File: config.mk
export PLATFORM = sky130hd
export DESIGN_NAME = gregorian_day_number_unit
export DESIGN_NICKNAME = d
export VERILOG_FILES = /design/src/rtl/gdn_pkg.sv /design/src/rtl/gregorian_day_number_unit.sv
export SDC_FILE = /design/constraint.sdc
export NUM_CORES = 2
export LEC_CHECK = 0
export BUFFER_PORTS_ARGS = -buffer_cell sky130_fd_sc_hd__buf_2
export CORE_ASPECT_RATIO = 0.7
export CORE_MARGIN = 8
export CORE_UTILIZATION = 40
export CTS_BUF_LIST = sky130_fd_sc_hd__clkbuf_16
export DETAILED_ROUTE_END_ITERATION = 6
export MAX_ROUTING_LAYER = met4
export SLEW_MARGIN = 20
export SYNTH_ARGS = -nofsm -noshare
export SYNTH_HDL_FRONTEND = slang
export SYNTH_SLANG_ARGS = --single-unit
export TNS_END_PERCENT = 50
File: constraint.sdc
create_clock -name aclk -period 30.4 [get_ports aclk]
set_input_delay 3.04 -clock aclk [delete_from_list [all_inputs] [get_ports aclk]]
set_output_delay 3.04 -clock aclk [all_outputs]
set_load 0.02 [all_outputs]
File: src/rtl/gdn_pkg.sv
// Package for the Gregorian day number unit: operation codes, constants, stage tags and tables.
`timescale 1ns / 1ps

package gdn_pkg;

    // Operation codes carried in s_tuser
    typedef enum logic [1:0] {
        OP_DAY_NUM    = 2'd0,
        OP_DISTANCE   = 2'd1,
        OP_ADD_OFFSET = 2'd2,
        OP_TO_DATE    = 2'd3
    } op_t;

    // Field widths
    localparam int unsigned YEAR_W  = 15;
    localparam int unsigned MONTH_W = 4;
    localparam int unsigned DAY_W   = 5;
    localparam int unsigned DVAL_W  = 24;
    localparam int unsigned COUNT_W = 23;
    localparam int unsigned JDN_W   = 26;

    // Supported day number span: -4700-01-01 to 9999-12-31
    localparam logic signed [JDN_W-1:0] SPAN_LOW  = 26'sd4421;
    localparam logic signed [JDN_W-1:0] SPAN_HIGH = 26'sd5373484;

    // Year + 4800 plus 12000 (a multiple of 400) keeps the shifted year positive
    localparam logic signed [16:0] YEAR_BIAS = 17'sd16800;
    // Folds -32045 and the corrections for the 12000 year bias
    localparam logic [JDN_W-1:0]   JDN_BIAS  = 26'd4414955;
    localparam logic [JDN_W-1:0]   EPOCH_OFS = 26'd32044;

    // Reciprocals for the constant divisions
    localparam logic [15:0] RECIP_25     = 16'd41944;     // 2^20 / 25, rounded up
    localparam logic [24:0] RECIP_146097 = 25'd30103606;  // 2^42 / 146097, rounded up
    localparam logic [18:0] RECIP_1461   = 19'd367469;    // 2^29 / 1461, rounded up
    localparam logic [11:0] RECIP_153    = 12'd3427;      // 2^19 / 153, rounded up

    // Request tag carried down the front stages
    typedef struct packed {
        op_t  op;
        logic earlier;
        logic same;
    } req_tag_t;

    // Result tag carried down the back stages
    typedef struct packed {
        logic [COUNT_W-1:0] count;
        logic               err;
        logic               make_date;
        logic               earlier;
        logic               same;
    } res_tag_t;

    // Month index counted from March: Jan/Feb become 10/11 of the previous year
    function automatic logic [3:0] march_month(logic [MONTH_W-1:0] month);
        logic [3:0] m;
        if (month <= 4'd2) begin
            m = month + 4'd9;
        end else begin
            m = month - 4'd3;
        end
        return m;
    endfunction

    // Days from March 1 to the start of March-based month m: (153*m + 2) / 5
    function automatic logic [8:0] month_offset(logic [3:0] m);
        logic [8:0] ofs;
        case (m)
            4'd0:    ofs = 9'd0;
            4'd1:    ofs = 9'd31;
            4'd2:    ofs = 9'd61;
            4'd3:    ofs = 9'd92;
            4'd4:    ofs = 9'd122;
            4'd5:    ofs = 9'd153;
            4'd6:    ofs = 9'd184;
            4'd7:    ofs = 9'd214;
            4'd8:    ofs = 9'd245;
            4'd9:    ofs = 9'd275;
            4'd10:   ofs = 9'd306;
            4'd11:   ofs = 9'd337;
            4'd12:   ofs = 9'd367;
            default: ofs = 9'd0;
        endcase
        return ofs;
    endfunction

    // Year shifted to March-based counting plus bias; always in 415..33183
    function automatic logic [15:0] shifted_year(logic signed [YEAR_W-1:0] year,
                                                 logic [MONTH_W-1:0] month);
        logic signed [16:0] sum;
        sum = 17'(year) + YEAR_BIAS - ((month <= 4'd2) ? 17'sd1 : 17'sd0);
        return sum[15:0];
    endfunction

    // Day number from shifted year, its year/100 product and the day-in-year sum
    function automatic logic signed [JDN_W-1:0] day_number(logic [15:0] yp,
                                                           logic [29:0] prod,
                                                           logic [9:0]  dsum);
        logic [9:0]       q100;
        logic [JDN_W-1:0] acc;
        q100 = prod[29:20];
        acc  = JDN_W'(yp) * 26'd365 + JDN_W'(yp[15:2]) - JDN_W'(q100)
             + JDN_W'(q100[9:2]) + JDN_W'(dsum) - JDN_BIAS;
        return signed'(acc);
    endfunction

    function automatic logic in_span(logic signed [JDN_W-1:0] j);
        return (j >= SPAN_LOW) && (j <= SPAN_HIGH);
    endfunction

endpackage

File: src/rtl/gregorian_day_number_unit.sv
// Top level of the Gregorian day number unit: pipelined date and day number arithmetic.
`timescale 1ns / 1ps

// Channel  | Ports                          | Contents
// ---------+--------------------------------+----------------------------------------
// request  | s_tvalid s_tready s_tdata/tuser| op code, dates A and B, day value
// result   | m_tvalid m_tready m_tdata/tuser| day count, date, order flags, range error
//
// One request is taken every cycle while the result register is empty or taken.
// The ten-stage pipeline holds the request register, two stages per date-to-number
// conversion, the operation select, one per number-to-date step and the result register.
// All stages advance together whenever the result register is empty or taken,
// so a stalled result holds the whole pipeline and s_tready follows it.
// Reset (aresetn low, synchronous) clears every stage valid bit and m_tvalid.

module gregorian_day_number_unit (
    input  logic        aclk,
    input  logic        aresetn,
    input  logic        s_tvalid,
    output logic        s_tready,
    // a_year[14:0], a_month[18:15], a_day[23:19], b_year[38:24],
    // b_month[42:39], b_day[47:43], day_value[71:48]
    input  logic [71:0] s_tdata,
    // req_type[1:0]
    input  logic [1:0]  s_tuser,
    output logic        m_tvalid,
    input  logic        m_tready,
    // day_count[22:0], out_year[37:23], out_month[41:38], out_day[46:42],
    // a_before_b[47], a_same_as_b[48], zero fill [55:49]
    output logic [55:0] m_tdata,
    // range_error[0]
    output logic        m_tuser
);

    localparam int unsigned NSTAGE = 9;

    // Pipeline control
    logic              adv;
    logic [NSTAGE-1:0] vld_reg;
    logic              m_tvalid_reg;

    assign adv      = !m_tvalid_reg || m_tready;
    assign s_tready = adv;

    always_ff @(posedge aclk) begin
        if (!aresetn) begin
            vld_reg      <= '0;
            m_tvalid_reg <= 1'b0;
        end else if (adv) begin
            vld_reg      <= {vld_reg[NSTAGE-2:0], s_tvalid};
            m_tvalid_reg <= vld_reg[NSTAGE-1];
        end
    end

    // Stage 0: request register
    gdn_pkg::op_t                       op0_reg;
    logic signed [gdn_pkg::YEAR_W-1:0]  ay0_reg, by0_reg;
    logic [gdn_pkg::MONTH_W-1:0]        am0_reg, bm0_reg;
    logic [gdn_pkg::DAY_W-1:0]          ad0_reg, bd0_reg;
    logic signed [gdn_pkg::DVAL_W-1:0]  dv0_reg;

    always_ff @(posedge aclk) begin
        if (adv) begin
            op0_reg <= gdn_pkg::op_t'(s_tuser);
            ay0_reg <= s_tdata[14:0];
            am0_reg <= s_tdata[18:15];
            ad0_reg <= s_tdata[23:19];
            by0_reg <= s_tdata[38:24];
            bm0_reg <= s_tdata[42:39];
            bd0_reg <= s_tdata[47:43];
            dv0_reg <= s_tdata[71:48];
        end
    end

    // Stage 1: shifted years, year/100 reciprocal products, day-in-year sums, order flags
    logic [15:0]                       ya_sh, yb_sh;
    logic [15:0]                       ypa1_reg, ypb1_reg;
    logic [29:0]                       pra1_reg, prb1_reg;
    logic [9:0]                        dsa1_reg, dsb1_reg;
    logic signed [gdn_pkg::DVAL_W-1:0] dv1_reg;
    gdn_pkg::req_tag_t                 tag1_next, tag1_reg;

    assign ya_sh = gdn_pkg::shifted_year(ay0_reg, am0_reg);
    assign yb_sh = gdn_pkg::shifted_year(by0_reg, bm0_reg);

    always_comb begin
        tag1_next.op      = op0_reg;
        tag1_next.earlier = (ay0_reg < by0_reg)
                         || ((ay0_reg == by0_reg) && (am0_reg < bm0_reg))
                         || ((ay0_reg == by0_reg) && (am0_reg == bm0_reg)
                             && (ad0_reg < bd0_reg));
        tag1_next.same    = (ay0_reg == by0_reg) && (am0_reg == bm0_reg)
                         && (ad0_reg == bd0_reg);
    end

    always_ff @(posedge aclk) begin
        if (adv) begin
            ypa1_reg <= ya_sh;
            ypb1_reg <= yb_sh;
            pra1_reg <= 30'(ya_sh[15:2]) * 30'(gdn_pkg::RECIP_25);
            prb1_reg <= 30'(yb_sh[15:2]) * 30'(gdn_pkg::RECIP_25);
            dsa1_reg <= 10'(gdn_pkg::month_offset(gdn_pkg::march_month(am0_reg)))
                      + 10'(ad0_reg);
            dsb1_reg <= 10'(gdn_pkg::month_offset(gdn_pkg::march_month(bm0_reg)))
                      + 10'(bd0_reg);
            dv1_reg  <= dv0_reg;
            tag1_reg <= tag1_next;
        end
    end

    // Stage 2: day numbers of A and B
    logic signed [gdn_pkg::JDN_W-1:0]  ja2_reg, jb2_reg;
    logic signed [gdn_pkg::DVAL_W-1:0] dv2_reg;
    gdn_pkg::req_tag_t                 tag2_reg;

    always_ff @(posedge aclk) begin
        if (adv) begin
            ja2_reg  <= gdn_pkg::day_number(ypa1_reg, pra1_reg, dsa1_reg);
            jb2_reg  <= gdn_pkg::day_number(ypb1_reg, prb1_reg, dsb1_reg);
            dv2_reg  <= dv1_reg;
            tag2_reg <= tag1_reg;
        end
    end

    // Stage 3: operation select, span checks, distance, epoch shift
    logic signed [gdn_pkg::JDN_W-1:0] dv_ext, target, diff;
    logic [gdn_pkg::JDN_W-1:0]        a_shift;
    logic [22:0]                      a3_reg;
    gdn_pkg::res_tag_t                res3_next, res3_reg;

    assign dv_ext  = gdn_pkg::JDN_W'(dv2_reg);
    assign diff    = ja2_reg - jb2_reg;
    assign target  = (tag2_reg.op == gdn_pkg::OP_ADD_OFFSET) ? (ja2_reg + dv_ext) : dv_ext;
    assign a_shift = unsigned'(target) + gdn_pkg::EPOCH_OFS;

    always_comb begin
        res3_next.count     = '0;
        res3_next.err       = 1'b0;
        res3_next.make_date = 1'b0;
        res3_next.earlier   = tag2_reg.earlier;
        res3_next.same      = tag2_reg.same;
        unique case (tag2_reg.op)
            gdn_pkg::OP_DAY_NUM: begin
                if (gdn_pkg::in_span(ja2_reg)) begin
                    res3_next.count = ja2_reg[gdn_pkg::COUNT_W-1:0];
                end else begin
                    res3_next.err = 1'b1;
                end
            end
            gdn_pkg::OP_DISTANCE: begin
                if (gdn_pkg::in_span(ja2_reg) && gdn_pkg::in_span(jb2_reg)) begin
                    res3_next.count = diff[gdn_pkg::JDN_W-1] ?
                                      gdn_pkg::COUNT_W'(-diff) : gdn_pkg::COUNT_W'(diff);
                end else begin
                    res3_next.err = 1'b1;
                end
            end
            gdn_pkg::OP_ADD_OFFSET: begin
                if (gdn_pkg::in_span(ja2_reg) && gdn_pkg::in_span(target)) begin
                    res3_next.make_date = 1'b1;
                end else begin
                    res3_next.err = 1'b1;
                end
            end
            gdn_pkg::OP_TO_DATE: begin
                if (gdn_pkg::in_span(target)) begin
                    res3_next.make_date = 1'b1;
                end else begin
                    res3_next.err = 1'b1;
                end
            end
            default: begin
                res3_next.err = 1'b1;
            end
        endcase
    end

    always_ff @(posedge aclk) begin
        if (adv) begin
            a3_reg   <= a_shift[22:0];
            res3_reg <= res3_next;
        end
    end

    // Stage 4: 400-year cycles, b = (4a + 3) / 146097
    logic [49:0]       prod_b;
    logic [22:0]       a4_reg;
    logic [7:0]        b4_reg;
    gdn_pkg::res_tag_t res4_reg;

    assign prod_b = 50'({a3_reg, 2'b11}) * 50'(gdn_pkg::RECIP_146097);

    always_ff @(posedge aclk) begin
        if (adv) begin
            a4_reg   <= a3_reg;
            b4_reg   <= prod_b[49:42];
            res4_reg <= res3_reg;
        end
    end

    // Stage 5: day within the 400-year cycle, c = a - 146097 * b / 4
    logic [24:0]       cyc_days;
    logic [22:0]       c_full;
    logic [15:0]       c5_reg;
    logic [7:0]        b5_reg;
    gdn_pkg::res_tag_t res5_reg;

    assign cyc_days = 25'(b4_reg) * 25'd146097;
    assign c_full   = a4_reg - cyc_days[24:2];

    always_ff @(posedge aclk) begin
        if (adv) begin
            c5_reg   <= c_full[15:0];
            b5_reg   <= b4_reg;
            res5_reg <= res4_reg;
        end
    end

    // Stage 6: years in the cycle, d = (4c + 3) / 1461
    logic [36:0]       prod_d;
    logic [15:0]       c6_reg;
    logic [7:0]        b6_reg, d6_reg;
    gdn_pkg::res_tag_t res6_reg;

    assign prod_d = 37'({c5_reg, 2'b11}) * 37'(gdn_pkg::RECIP_1461);

    always_ff @(posedge aclk) begin
        if (adv) begin
            c6_reg   <= c5_reg;
            b6_reg   <= b5_reg;
            d6_reg   <= prod_d[36:29];
            res6_reg <= res5_reg;
        end
    end

    // Stage 7: day within the March-based year, e = c - 1461 * d / 4
    logic [17:0]       yr_days;
    logic [15:0]       e_full;
    logic [8:0]        e7_reg;
    logic [7:0]        b7_reg, d7_reg;
    gdn_pkg::res_tag_t res7_reg;

    assign yr_days = 18'(d6_reg) * 18'd1461;
    assign e_full  = c6_reg - yr_days[17:2];

    always_ff @(posedge aclk) begin
        if (adv) begin
            e7_reg   <= e_full[8:0];
            b7_reg   <= b6_reg;
            d7_reg   <= d6_reg;
            res7_reg <= res6_reg;
        end
    end

    // Stage 8: March-based month, m = (5e + 2) / 153
    logic [10:0]       n_m;
    logic [22:0]       prod_m;
    logic [8:0]        e8_reg;
    logic [7:0]        b8_reg, d8_reg;
    logic [3:0]        m8_reg;
    gdn_pkg::res_tag_t res8_reg;

    assign n_m    = 11'(e7_reg) * 11'd5 + 11'd2;
    assign prod_m = 23'(n_m) * 23'(gdn_pkg::RECIP_153);

    always_ff @(posedge aclk) begin
        if (adv) begin
            e8_reg   <= e7_reg;
            b8_reg   <= b7_reg;
            d8_reg   <= d7_reg;
            m8_reg   <= prod_m[22:19];
            res8_reg <= res7_reg;
        end
    end

    // Result: calendar date assembly and result register
    logic                               late;
    logic [9:0]                         day_full;
    logic [15:0]                        year_full;
    logic [gdn_pkg::MONTH_W-1:0]        month_calc;
    logic [gdn_pkg::COUNT_W-1:0]        count_reg;
    logic signed [gdn_pkg::YEAR_W-1:0]  year_reg;
    logic [gdn_pkg::MONTH_W-1:0]        month_reg;
    logic [gdn_pkg::DAY_W-1:0]          day_reg;
    logic                               before_reg, same_reg, err_reg;

    assign late       = (m8_reg >= 4'd10);
    assign day_full   = 10'(e8_reg) - 10'(gdn_pkg::month_offset(m8_reg)) + 10'd1;
    assign month_calc = late ? (m8_reg - 4'd9) : (m8_reg + 4'd3);
    assign year_full  = 16'(b8_reg) * 16'd100 + 16'(d8_reg) + 16'(late) - 16'd4800;

    always_ff @(posedge aclk) begin
        if (adv) begin
            count_reg  <= res8_reg.count;
            before_reg <= res8_reg.earlier;
            same_reg   <= res8_reg.same;
            err_reg    <= res8_reg.err;
            if (res8_reg.make_date) begin
                year_reg  <= year_full[gdn_pkg::YEAR_W-1:0];
                month_reg <= month_calc;
                day_reg   <= day_full[gdn_pkg::DAY_W-1:0];
            end else begin
                year_reg  <= '0;
                month_reg <= '0;
                day_reg   <= '0;
            end
        end
    end

    assign m_tvalid = m_tvalid_reg;
    assign m_tdata  = {7'b0, same_reg, before_reg, day_reg, month_reg, year_reg, count_reg};
    assign m_tuser  = err_reg;

    // Checks
    a_reset_idle: assert property (@(posedge aclk)
        !aresetn |=> !m_tvalid)
        else $error("result valid right after reset");

    a_err_no_date: assert property (@(posedge aclk) disable iff (!aresetn)
        m_tvalid && err_reg |-> (year_reg == '0) && (month_reg == '0) && (day_reg == '0))
        else $error("date fields set on a range error");

    a_err_no_count: assert property (@(posedge aclk) disable iff (!aresetn)
        m_tvalid && err_reg |-> (count_reg == '0))
        else $error("day count set on a range error");

    a_date_legal: assert property (@(posedge aclk) disable iff (!aresetn)
        m_tvalid && (month_reg != '0) |-> (month_reg <= 4'd12) && (day_reg != '0)
                                          && (count_reg == '0))
        else $error("illegal result date");

    a_order_flags: assert property (@(posedge aclk) disable iff (!aresetn)
        m_tvalid |-> !(before_reg && same_reg))
        else $error("A both before and same as B");

endmodule
-- After elaboration in Yosys (flattened, before gate mapping)
Memories as Yosys holds them, arrays and structs flattened. A register that Yosys moved wholly into a read port is not among the register bits.
Cells that the tools add are included.
- register bits: 656
- bits in read-only memories: 432
- input port bits: 78
- output and inout port bits: 59
- word-level logic and storage cells: 181
- memories kept: 3
- memories (memory ; depth ; bits a word ; rd ports ; clocked after Yosys merged registers in ; write ports ; RTL line ; text):
    (name not given) ; 16 ; 9 ; 1 ; 0 ; 0 ; gdn_pkg.sv:68 ; case (m)
    (name not given) ; 16 ; 9 ; 1 ; 0 ; 0 ; gdn_pkg.sv:68 ;
    (name not given) ; 16 ; 9 ; 1 ; 1 ; 0 ; gdn_pkg.sv:68 ;
- add/subtract/negate cells: 34
- $mul: 11
- $lt $le $gt $ge: 12
- equal/unequal tests: 6
- muxes and demuxes: 23
- reduce and logical (&&, ||, !) cells: 14
- operator list (operator ; count):
    >= comparator 26 x 14 -> 1 bit, second input constant ; 3
    <= comparator 26 x 24 -> 1 bit, second input constant ; 3
    two-way mux 23 bit ; 3
    multiplier 14 x 13 -> 27 bit, second input constant ; 2
    adder 25 x 14 -> 26 bit ; 2
    adder 26 x 10 -> 26 bit ; 2
    adder 26 x 8 -> 26 bit ; 2
    subtractor 26 x 10 -> 26 bit ; 2
    subtractor 26 x 23 -> 26 bit, second input constant ; 2
    multiplier 16 x 9 -> 25 bit, second input constant ; 2
    multiplier 25 x 24 -> 49 bit, second input constant ; 1
    case mux 23 bit (2 select lines) ; 1
    multiplier 18 x 19 -> 37 bit, second input constant ; 1
    adder 15 x 16 -> 16 bit, second input constant ; 2
    subtractor 16 x 2 -> 16 bit ; 2
    adder 26 x 24 -> 26 bit ; 1
    two-way mux 26 bit ; 1
    subtractor 26 bit ; 1
    two-way mux 4 bit ; 6
    adder 23 x 15 -> 23 bit, second input constant ; 1
    multiplier 11 x 12 -> 23 bit, second input constant ; 1
    negation 23 bit ; 1
    adder 9 x 5 -> 10 bit ; 2
    multiplier 8 x 18 -> 18 bit, second input constant ; 1
    33 further kinds ; 55

-- Longest topological paths before layout
- word-level depth: 7
- gate-level depth with buffers: 41
- mapped depth without buffers: 40

-- Worst setup path before layout
No wires, ideal clock.
- path kind: input-to-output
- start: input port m_tready
- end: output port s_tready
- data arrival time: 20.013 ns
- data required time: 27.360 ns
- setup slack: 7.347 ns
- stages on the path: 3
- buffers on the path: 1
- cells stage by stage: nor2b_1 clkinv_1 clkbuf_1
- word-level cells in the longest chain between the ends: 1
- RTL lines (element ; RTL line ; text):
    start, declared ; gregorian_day_number_unit.sv:27 ; input logic m_tready,
    logical OR 1 bit ; gregorian_day_number_unit.sv:42 ; assign adv = !m_tvalid_reg || m_tready;
    end, declared ; gregorian_day_number_unit.sv:20 ; output logic s_tready,
No other way between the ends.

-- Final worst setup path
- start: register bm0_reg[1] (netlist bit)
- end: register prb1_reg[29], data pin
- word-level cells in the longest chain between the ends: 4
- RTL lines (element ; RTL line ; text):
    start, declared ; gregorian_day_number_unit.sv:58 ; logic [gdn_pkg::MONTH_W-1:0] am0_reg, bm0_reg;
    start signal, assigned ; gregorian_day_number_unit.sv:69 ; bm0_reg <= s_tdata[42:39];
    <= comparator 4 x 2 -> 1 bit ; gdn_pkg.sv:91 ; sum = 17'(year) + YEAR_BIAS - ((month <= 4'd2) ? 17'sd1 : 17'sd0);
    two-way mux 1 bit ; gdn_pkg.sv:91 ;
    subtractor 16 x 2 -> 16 bit ; gdn_pkg.sv:91 ;
    named net yb_sh[15] ; gregorian_day_number_unit.sv:76 ; logic [15:0] ya_sh, yb_sh;
    multiplier 14 x 13 -> 27 bit ; gregorian_day_number_unit.sv:101 ; prb1_reg <= 30'(yb_sh[15:2]) * 30'(gdn_pkg::RECIP_25);
    end signal, assigned ; gregorian_day_number_unit.sv:101 ;
    end, declared ; gregorian_day_number_unit.sv:78 ; logic [29:0] pra1_reg, prb1_reg;
The timed path passes the listed nets, and every way through them passes these cells.
A chain may end at the register's enable or synchronous reset.

==> flow_metrics.py <==
metrics = {
    "route": {
        "firstDrtPassIters": 5,
        "wirelength_mm": 141,
        "drc_errors": 0,
        "antenna_left": 0,
        "vias": 38600,
        "wire_per_inst_um": 17.9,
        "viasPerCell": 4.91,
        "drt-initial-drc-count": 2269,
    },
    "sta": {
        "period_needed_ps": 9830,
        "rsz0062_at_grt": "no",
        "setup_viol": 0,
        "post-route-period-util": 0.323,
        "finClkSkew_ps": 34.6,
        "slew_headroom": 0.254,
        "final.setup.tns_ps": 0,
        "hold_violations": 0,
        "tightest_slew_ps": 1110,
        "max_clock_freq_mhz": 102,
        "finalMaxSlewViolations": 0,
    },
    "synth": {
        "synth_edf_count": 612,
        "ys_seq_area_frac": 0.294,
        "synth_top_cells_by_area": "edfxtp_1 29%, fa_1 23%, ha_1 23%",
        "syn_inst": 5523,
        "yosysWarnings": 0,
        "synth.top_cell.area_share": 0.290,
        "synth.distinct_cells": 96,
        "ys_ff_latch": 627,
        "mappedNetlistArea_sq_mm": 0.0634,
        "avgSynthCellArea_sq_um": 11.5,
        "synth_ff_type": "edfxtp_1",
        "synthArstFlopShare": 0,
        "synth_area_leader_cell": "edfxtp_1",
    },
    "cts": {
        "clk_latency_ps": 670,
        "cts-root-buf": "clkbuf_16",
        "cts_tree": "built",
        "post_cts_resized": 0,
        "htreeDepth": 3,
        "cts_sinks": 627,
        "clkSlewWorstSetupHoldPaths_ps": 70,
        "cts_hold_repair.buffers": 0,
        "clockBufferDepth": 3,
        "cts_setup_buffers": 0,
        "numCtsBuffers": 71,
    },
    "layout": {
        "nets": 7661,
        "syn_to_final_growth_pct": 8.73,
        "fillCellCount": 14800,
        "ff_latch_area_sq_mm": 0.0187,
        "multi_input_area_sq_mm": 0.0396,
        "drive_gt1_frac": 0.0547,
        "mostFrequentLayoutCell": "inv_1",
        "layout_common_cells": "1323 x inv_1, 1146 x ha_1, 733 x fa_1",
    },
    "setup_path": {
        "rrSetupSlack_ps": 20570,
        "rr_worst_depth": 38,
        "slowest_delay_ps": 770,
        "crit_slowest_cell": "xnor2_1",
        "r2r-start": "bm0_reg[1]$_DFFE_PN_",
        "crit_type": "register to register",
        "cp.required_ps": 30810,
        "critPathCaptureType": "register",
        "r2r-end": "prb1_reg[29]$_DFFE_PN_",
        "arrival_ps": 10240,
        "critPathLaunchType": "register",
        "critPathMaxFanout": 11,
    },
    "floorplanning": {
        "core_sq_mm": 0.158,
        "die-area_sq_mm": 0.172,
        "chipWidth_um": 492,
        "initial_core_util": 0.402,
        "die_h_um": 349,
        "ioPinCount": 137,
        "row_count": 122,
    },
    "global_routing": {
        "grt_util_all_layers": 0.171,
        "grt.overflow.total": 0,
        "grt_max_degree": 138,
        "antenna_found_initial": 5,
        "grt_pass1_vias": 40200,
        "grt_pass1_wl_mm": 225,
    },
    "place": {
        "gp_congestion": 0.936,
        "io_buffers": 129,
        "dp.final_hpwl_mm": 119,
    },
    "job": {
        "maxCapViolations": 0,
    },
    "worst_hold_path": {
        "min_path_type": "register to register",
        "hold_path_end": "dv1_reg[14]$_DFFE_PN_",
        "min_path_cells": 0,
        "hp-start": "dv0_reg[14]$_DFFE_PN_",
    },
    "outcome": {
        "status": "finished, final reports clean",
    },
}
## kinds of logic after synthesis
logic type      after synthesis  share of synthesized area
xor+xnor                    271                     0.0375
fa+ha+maj                  1879                      0.457
compound gates              693                     0.0739
buf+inv                    1366                     0.0816
flops                       627                      0.294
simple gates                671                     0.0526
other cells                   1                  0.0000591
mux                          15                    0.00245
## how the worst max path moves through the flow
stage	startpoint	end	slack (ps)	cells after the start
floorplan	m_tready	s_tready	7350	3
global placement	bm0_reg[0]$_DFFE_PN_	prb1_reg[29]$_DFFE_PN_	20790	38
detailed placement	bm0_reg[0]$_DFFE_PN_	prb1_reg[29]$_DFFE_PN_	20570	38
CTS	bm0_reg[0]$_DFFE_PN_	prb1_reg[29]$_DFFE_PN_	20510	38
global route	bm0_reg[1]$_DFFE_PN_	prb1_reg[29]$_DFFE_PN_	19700	38
finish	bm0_reg[1]$_DFFE_PN_	prb1_reg[29]$_DFFE_PN_	20570	38
## layer usage
metal	wire, um	GRT usage
met5	0	-
met4	1950	0.0272
met3	11000	0.0462
met2	55300	0.232
met1	72400	0.256
## layout make-up
class | instances | share of cell area
antenna | 3 | 0.000109
clock buffer | 72 | 0.0261
clock inverter | 52 | 0.00648
inverter | 1318 | 0.0718
multi-input combinational | 3536 | 0.575
sequential | 627 | 0.271
tap | 2108 | 0.0382
timing repair buffer | 150 | 0.0118
## per-stage QoR
step,instance area [sq um],setup WS (ps),hold slack (ps),cells,utilization
6_report,69000,20570,408,7866,0.437
5_1_grt,69000,19700,413,7865,0.437
4_1_cts,68900,20510,407,7863,0.437
3_5_place_dp,66700,20570,405,7739,0.423
3_3_place_gp,66700,20790,400,7739,0.423
2_1_floorplan,63500,7350,400,5529,-
## critical path: cells and delay by family (launching register included)
| kind | cells | cell delay, ps |
|---|---|---|
| AOI/OAI and AO/OA | 16 | 3480 |
| buffers and inverters | 5 | 350 |
| and+or+nand+nor | 6 | 1310 |
| adders and majority gates | 9 | 2970 |
| xor gates and xnor gates | 2 | 920 |
| DFF | 1 | 530 |
## synth_stat cells (all sizes together), types with 20 or more instances
library cell / number
buf: 22
a31oi: 23
o21ai: 143
a211oi: 24
a21boi: 23
o21bai: 42
a21oi: 170
nand4: 32
nand3: 38
nor3: 69
nand2b: 35
ha: 1146
o21a: 43
a21o: 81
inv: 1317
clkbuf: 26
o211ai: 20
xor2: 84
xnor2: 187
nor2: 176
fa: 733
and3: 22
nor2b: 42
nand2: 146
and2: 32
edfxtp: 612
Power is not shown: default switching activity piles up to over one toggle a cycle in this logic, so the estimate is an artifact.
